$ cat src/rtl/wca_pkg.sv
package wca_pkg;

	localparam int SIZE_W    = 16;
	localparam int TOTAL_W   = 20;
	localparam int HOLD_W    = 7;
	localparam int CFG_W     = 20;
	localparam int CFG_IDX_W = 1;

	typedef enum logic [CFG_IDX_W-1:0] {
		CFG_CAPACITY  = 1'b0,
		CFG_HOLD_TIME = 1'b1
	} cfg_idx_t;

	typedef logic [SIZE_W-1:0]  size_t;
	typedef logic [TOTAL_W-1:0] total_t;
	typedef logic [HOLD_W-1:0]  hold_t;

endpackage

$ cat src/rtl/wca_ifs.sv
interface wca_req_if;
	logic                      valid;
	logic                      ready;
	logic [wca_pkg::SIZE_W-1:0] request_size;

	modport source (output valid, output request_size, input ready);
	modport sink   (input valid, input request_size, output ready);
endinterface

interface wca_res_if;
	logic valid;
	logic ready;
	logic admitted;

	modport source (output valid, output admitted, input ready);
	modport sink   (input valid, input admitted, output ready);
endinterface

$ cat src/rtl/wca_cell.sv
module wca_cell #(
	parameter int IDX   = 0,
	parameter int TAP_W = 6
) (
	input  logic                       clk,
	input  logic                       arst_n,
	input  logic                       shift,
	input  logic [TAP_W-1:0]           tap,
	input  logic [wca_pkg::SIZE_W-1:0] din,
	output logic [wca_pkg::SIZE_W-1:0] dout,
	output logic [wca_pkg::SIZE_W-1:0] tap_out
);
	import wca_pkg::*;

	size_t size_q;

	always_ff @(posedge clk or negedge arst_n) begin
		if (!arst_n) begin
			size_q <= '0;
		end else if (shift) begin
			size_q <= din;
		end
	end

	assign dout = size_q;

	// drive the release bus only when this cell sits at the selected age
	assign tap_out = (tap == TAP_W'(IDX)) ? size_q : '0;

endmodule

$ cat src/rtl/windowed_capacity_admission_core.sv
// Channel  Role    Payload              Handshake
// -------  ------  -------------------  ----------------------
// req      sink    request_size[15:0]   valid/ready
// res      source  admitted             valid/ready
// cfg      write   cfg_index, cfg_data  cfg_we, no wait
//
// One request per cycle: release, add and capacity compare complete in the
// accept cycle; the answer sits in the output register the next cycle.
// Throughput is set by the single total register; a stalled res only
// blocks req when the output register is full and not being taken.
// Reset clears the delay cells and the running total and sets capacity (0)
// and hold_time (1); no clearing pass is needed.
module windowed_capacity_admission_core #(
	parameter int MAX_HOLD = 64
) (
	input  logic                          clk,
	input  logic                          arst_n,
	wca_req_if.sink                       req,
	wca_res_if.source                     res,
	input  logic                          cfg_we,
	input  logic [wca_pkg::CFG_IDX_W-1:0] cfg_index,
	input  logic [wca_pkg::CFG_W-1:0]     cfg_data
);
	import wca_pkg::*;

	localparam int TAP_W = (MAX_HOLD > 1) ? $clog2(MAX_HOLD) : 1;

	total_t             cap_q;
	hold_t              hold_q;
	total_t             total_q;
	logic               out_valid_q;
	logic               admitted_q;

	logic               acc;
	logic [TAP_W-1:0]   tap;
	size_t              new_entry;
	size_t              released;
	total_t             after_rel;
	logic [TOTAL_W:0]   sum;
	logic               admit;
	size_t              line  [MAX_HOLD];
	size_t              taps  [MAX_HOLD];

	// configuration
	always_ff @(posedge clk or negedge arst_n) begin
		if (!arst_n) begin
			cap_q  <= '0;
			hold_q <= HOLD_W'(1);
		end else if (cfg_we) begin
			case (cfg_index)
				CFG_CAPACITY:  cap_q  <= cfg_data[TOTAL_W-1:0];
				CFG_HOLD_TIME: hold_q <= cfg_data[HOLD_W-1:0];
				default: ;
			endcase
		end
	end

	// age of the entry to release: clamp hold_time into 1..MAX_HOLD
	always_comb begin
		if (hold_q == '0) begin
			tap = '0;
		end else if (32'(hold_q) > MAX_HOLD) begin
			tap = TAP_W'(MAX_HOLD - 1);
		end else begin
			tap = TAP_W'(32'(hold_q) - 1);
		end
	end

	assign req.ready = !out_valid_q || res.ready;
	assign acc       = req.valid && req.ready;

	// delay line: cell k holds the entry written k+1 transactions ago
	for (genvar k = 0; k < MAX_HOLD; k++) begin : g_cell
		wca_cell #(
			.IDX   (k),
			.TAP_W (TAP_W)
		) u_cell (
			.clk     (clk),
			.arst_n  (arst_n),
			.shift   (acc),
			.tap     (tap),
			.din     ((k == 0) ? new_entry : line[(k == 0) ? 0 : k-1]),
			.dout    (line[k]),
			.tap_out (taps[k])
		);
	end

	always_comb begin
		released = '0;
		for (int k = 0; k < MAX_HOLD; k++) begin
			released = released | taps[k];
		end
	end

	always_comb begin
		if (TOTAL_W'(released) >= total_q) begin
			after_rel = '0;
		end else begin
			after_rel = total_q - TOTAL_W'(released);
		end
		sum       = {1'b0, after_rel} + (TOTAL_W+1)'(req.request_size);
		admit     = sum <= {1'b0, cap_q};
		new_entry = admit ? req.request_size : '0;
	end

	always_ff @(posedge clk or negedge arst_n) begin
		if (!arst_n) begin
			total_q <= '0;
		end else if (acc) begin
			total_q <= admit ? sum[TOTAL_W-1:0] : after_rel;
		end
	end

	// output register
	always_ff @(posedge clk or negedge arst_n) begin
		if (!arst_n) begin
			out_valid_q <= 1'b0;
		end else if (acc) begin
			out_valid_q <= 1'b1;
		end else if (res.ready) begin
			out_valid_q <= 1'b0;
		end
	end

	always_ff @(posedge clk) begin
		if (acc) begin
			admitted_q <= admit;
		end
	end

	assign res.valid    = out_valid_q;
	assign res.admitted = admitted_q;

	a_total_fits: assert property (@(posedge clk) disable iff (!arst_n)
		acc && admit |=> total_q <= $past(cap_q))
		else $error("held total exceeds capacity after admit");

	a_result_follows: assert property (@(posedge clk) disable iff (!arst_n)
		acc |=> out_valid_q)
		else $error("accepted request produced no pending result");

	a_total_idle: assert property (@(posedge clk) disable iff (!arst_n)
		!acc |=> $stable(total_q))
		else $error("held total changed without a transaction");

endmodule

$ cat src/flat_wrapper.sv
// flat-port wrapper written by rule: the top's interface ports become plain ports
module windowed_capacity_admission_core_flat import wca_pkg::*;
#(
	parameter int MAX_HOLD = 64
)
  (clk, arst_n, cfg_we, cfg_index, cfg_data, req_valid, req_request_size, req_ready, res_valid, res_admitted, res_ready);
  wca_req_if req_i ();
  wca_res_if res_i ();
  input  logic clk;
  input  logic arst_n;
  input  logic cfg_we;
  input  logic [wca_pkg::CFG_IDX_W-1:0] cfg_index;
  input  logic [wca_pkg::CFG_W-1:0] cfg_data;
  input wire logic [$bits(req_i.valid)-1:0] req_valid;
  input wire logic [$bits(req_i.request_size)-1:0] req_request_size;
  output wire logic [$bits(req_i.ready)-1:0] req_ready;
  output wire logic [$bits(res_i.valid)-1:0] res_valid;
  output wire logic [$bits(res_i.admitted)-1:0] res_admitted;
  input wire logic [$bits(res_i.ready)-1:0] res_ready;
  assign req_i.valid = req_valid;
  assign req_i.request_size = req_request_size;
  assign req_ready = req_i.ready;
  assign res_valid = res_i.valid;
  assign res_admitted = res_i.admitted;
  assign res_i.ready = res_ready;
  windowed_capacity_admission_core #(.MAX_HOLD(MAX_HOLD)) u_core (.clk(clk), .arst_n(arst_n), .req(req_i), .res(res_i), .cfg_we(cfg_we), .cfg_index(cfg_index), .cfg_data(cfg_data));
endmodule
$ cat config.mk
export PLATFORM = sky130hd
export DESIGN_NAME = windowed_capacity_admission_core_flat
export DESIGN_NICKNAME = d
export VERILOG_FILES = /design/src/rtl/wca_pkg.sv /design/src/rtl/wca_ifs.sv /design/src/rtl/wca_cell.sv /design/src/rtl/windowed_capacity_admission_core.sv /design/src/flat_wrapper.sv
export SDC_FILE = /design/constraint.sdc
export NUM_CORES = 2
export LEC_CHECK = 0
export BUFFER_PORTS_ARGS = -buffer_cell sky130_fd_sc_hd__buf_2
export CORE_ASPECT_RATIO = 0.7
export CORE_MARGIN = 5
export CORE_UTILIZATION = 53
export CTS_CLUSTER_SIZE = 16
export DETAILED_ROUTE_END_ITERATION = 8
export HOLD_SLACK_MARGIN = 0.05
export PLACE_DENSITY = 0.81
export SLEW_MARGIN = 10
export SYNTH_ARGS = -nofsm -noshare
export SYNTH_HDL_FRONTEND = slang
export SYNTH_SLANG_ARGS = --single-unit
$ cat constraint.sdc
create_clock -name clk -period 11.15 [get_ports clk]
set_input_delay 0.5575 -clock clk [delete_from_list [all_inputs] [get_ports clk]]
set_output_delay 0.5575 -clock clk [all_outputs]
set_load 0.05 [all_outputs]
==> results.md <==
- Result of the run: completed
- Max rail drop VDD: ~0.00026 V
- Most frequent cells in the layout: sky130_fd_sc_hd__nand2_1, sky130_fd_sc_hd__dfrtp_1, sky130_fd_sc_hd__a22oi_1
- Worst min path class: in2reg
- F_max: a little over 0.09 GHz
- Final Total Pwr: about 12 mW
- Pwr per Cell Area: about 210 nW/um2
- Total clock buffers created by CTS: 100
- Min cycle time layout: approximately 11 ns
- R2r startpoint: u_core.hold_q[0]$_DFFE_PN1P_
- DIE AREA: around 100,000 um2
- Clock slew at reported path FFs: roughly 0.07 ns
- Number of max-slew violations in the final report: 0
- Initial antenna violation count: 13
- HPWL Detailed: between 100 and 150 mm
- Post-detailed-route DRC marker count: 0
- Via count of the first global-routing pass: between 40,000 and 50,000
- Non-filler instance count after layout: approximately 7,300
- Reported max-cap violation count: 0
- Power dissipated by switching net loads: between 4 and 5 mW
- Die Y-Extent: about 270 um
- End point of the most critical hold path: u_core.cap_q[4]$_DFFE_PN0P_
- Reported leakage power: around 30 nW
- Critical path capture point type: flip-flop
- Final wirelength: between 150 and 200 mm
- Post-synthesis cell area: 49,600 um2
- Number of enable flip-flop cells after synthesis: 1
- Number of nets in the finished design: approximately 6,000
- Number of placed I/O pins: between 40 and 50
- Most common cell after layout, fill and taps aside: sky130_fd_sc_hd__nand2_1
- Worst Hold Depth: 3
- Worst max-slew margin expressed relative to the limit: 7.10%
- Synthesized instance count: 5,938
- Number of unique standard cell types used by synthesis: 85
- Worst hold path startpoint: cfg_data[4]
- Number of sinks driven by the clock tree: ~1,100
- Hold Violations, Final: 0
- Req. time, crit path: about 12 ns
- Main flop type after synthesis: sky130_fd_sc_hd__dfrtp_1
- Portion of total power attributed to combinational logic: 27.8%
- Layout Area Growth over Synthesis: 11.8%
- Number of optimization iterations in the first detailed-route pass: 7
- Warnings from Yosys: 0
- Share of cells above drive strength 1: a little over 8%
- Fraction of power spent switching nets: between 30% and 40%
- Largest net degree at the start of global routing: between 200 and 250
- First-pass GRT wire length: 269 mm
- Clk Latency, worst-skew pair: ~0.75 ns
- Synth async-reset ratio: approximately 100%
- Fraction of the yosys area taken by sequential cells: a little over half
- Port buffer count: 44
- Fraction of the cycle the final worst path needs: between 90% and 100%
- Nets in the synthesized netlist: a little over 6,000
- Filler Cells Inserted: about 8,000
- Final Skew: between 0.03 and 0.04 ns
- CTS HTree Levels: 3
- Sequential cell fraction of total power: approximately two fifths
- Per-cell via count in the routed design: between 6 and 7
- WL per Instance: ~25 um
- Most frequent CP cell: sky130_fd_sc_hd__ha_1
- Violation count after the first detailed-route iteration: 8,346
- Total negative slack: 0 ns
- Starting density of the core: 53.7%
- Max stage delay on crit path: 1.15 ns
- Worst setup path category: reg2reg
- Slowest cell on crit path: sky130_fd_sc_hd__a2111oi_1
- Clk pwr share: between 30% and 40%
- Final GP Congestion: 1.01
- Unrepaired setup endpoints after global routing: no
- Cell at the root of the clock tree: sky130_fd_sc_hd__clkbuf_16
- Cell total after placement: 7,045
- Total Routing Usage GR: a little over a third
- Worst flop-to-flop path endpoint: u_core.total_q[2]$_DFFE_PN0P_
- Die X: around 380 um
- Internal power component: ~7.4 mW
- Clock buffer depth: 3
- Area of the core: ~93,000 um2
- Transition time at the pin with the least slew margin: 1.39 ns
- Vias post-DR: between 40,000 and 50,000
- Total congestion overflow after global routing: 0
- Final-report setup violation count: 0
- Top delay family on crit path: compound AO/OA/AOI/OAI gates
- Flops & latches, synth: around 1,100
- Reg2Reg Depth: 36
- CP Launch Type: flip-flop
- CTS tree: yes
- Maximum fanout count along the critical path: 17
- Reg-to-reg setup timing slack: 0.30 ns
- Critical path buffer and inverter count: 4
- Data arrival time at the worst-slack endpoint: ~11 ns
- Row Count: between 90 and 100
- Syn avg cell area: around 8.4 um2
- Post-route antenna net violation count: 0
==> synth_stat cells, drive strengths merged, types with 10 or more instances <==
master	instances	share of area, %
nor2	90	0.69
ha	54	1.4
a2111oi	25	0.55
a222oi	27	0.54
mux2	11	0.25
a221oi	20	0.37
a21o	10	0.15
and4	18	0.32
buf	46	0.53
nand3	42	0.42
or3	18	0.23
a22oi	339	5.1
nor3	86	0.91
inv	46	0.35
a22o	41	0.72
and3	71	0.90
clkbuf	307	2.3
a211oi	36	0.54
xor2	14	0.25
nand2b	12	0.15
o21ai	76	0.77
nand2	3163	24
xnor2	16	0.28
dfrtp	1071	54
a21oi	48	0.48
or4	16	0.25
nor4	41	0.60
nand4	81	1.1
==> flip-flops by register name (all words and copies together) (netlist names) <==
signal,flops
u_core.cap_q,20
u_core.g_cell.u_cell.dout,1024
u_core.hold_q,7
u_core.res.admitted,1
u_core.res.valid,1
u_core.total_q,20
==> worst max path at each step <==
| stage | from | endpoint | slack (ns) | depth (start not counted) |
|---|---|---|---|---|
| 5_1_grt | u_core.hold_q[0]$_DFFE_PN1P_ | u_core.total_q[17]$_DFFE_PN0P_ | 0.02 | 35 |
| 4_1_cts | u_core.hold_q[2]$_DFFE_PN0P_ | u_core.total_q[17]$_DFFE_PN0P_ | 0.20 | 34 |
| 2_1_floorplan | u_core.hold_q[0]$_DFFE_PN1P_ | u_core.total_q[1]$_DFFE_PN0P_ | 1.76 | 40 |
| 3_5_place_dp | u_core.hold_q[2]$_DFFE_PN0P_ | u_core.total_q[17]$_DFFE_PN0P_ | 0.29 | 33 |
| 3_3_place_gp | u_core.hold_q[2]$_DFFE_PN0P_ | u_core.total_q[17]$_DFFE_PN0P_ | 0.38 | 34 |
| 6_report | u_core.hold_q[0]$_DFFE_PN1P_ | u_core.total_q[2]$_DFFE_PN0P_ | 0.30 | 36 |
==> worst min-delay path, cell delays in order <==
cell and delay, ns:
sky130_fd_sc_hd__buf_2 0.10, sky130_fd_sc_hd__nand2_1 0.05, sky130_fd_sc_hd__o21ai_0 0.06
==> per-layer routing <==
layer  up-vias  track usage (%)  part of all wire (%)
met5         -             1.18                  0.12
li1      19668                -                     -
met2      3465             46.4                    39
met3       694             15.1                    16
met1     22163             50.1                    39
met4        12             17.2                   6.1
==> final cells by class <==
type | instances | area (um2) | area share, %
inverter | 46 | 180 | 0.325
sequential | 1073 | 26900 | 48.4
antenna | 15 | 37.5 | 0.0676
multi-input combinational | 4466 | 21600 | 38.8
clock inverter | 39 | 517 | 0.931
clock buffer | 142 | 2910 | 5.25
tap | 1235 | 1550 | 2.78
timing repair buffer | 245 | 1890 | 3.41
==> cells by family after synthesis <==
| kind of cell | share of synthesized area (%) |
|---|---|
| AND/OR/NAND/NOR | 29.9 |
| buffers and inverters | 3.20 |
| multiplexers | 0.310 |
| AO/OA/AOI/OAI | 10.5 |
| XOR/XNOR | 0.529 |
| flip-flops | 54.1 |
| adder cells (fa/ha/maj) | 1.46 |
==> through the flow <==
stage	cell area (um2)	hold slack (ns)	worst slack (ns)	utilization, %
final	55500	0.0880	0.298	60.0
after global routing	55500	0.0778	0.0157	60.0
after CTS	55400	0.0586	0.201	59.9
after detailed placement	51800	0.471	0.286	56.0
after global placement	51800	0.460	0.376	56.0
after floorplan	49600	0.262	1.76	-
==> power groups by stage <==
stage	logic (mW)	registers, mW	clock network, mW
global route	3.50	4.83	3.80
finish	3.24	4.81	3.61
CTS	3.10	4.78	3.63
global placement	3.04	4.84	0
floorplan	2.00	4.62	0
detailed placement	3.08	4.84	0
==> repair_timing <==
item	4_1_cts	5_1_grt
setup endpoints to repair	0	37
gates resized for setup	0	6
endpoints found under the hold margin	111	0
buffers inserted	0	3
hold buffers	17	0
(Power assumes the default switching activity.)
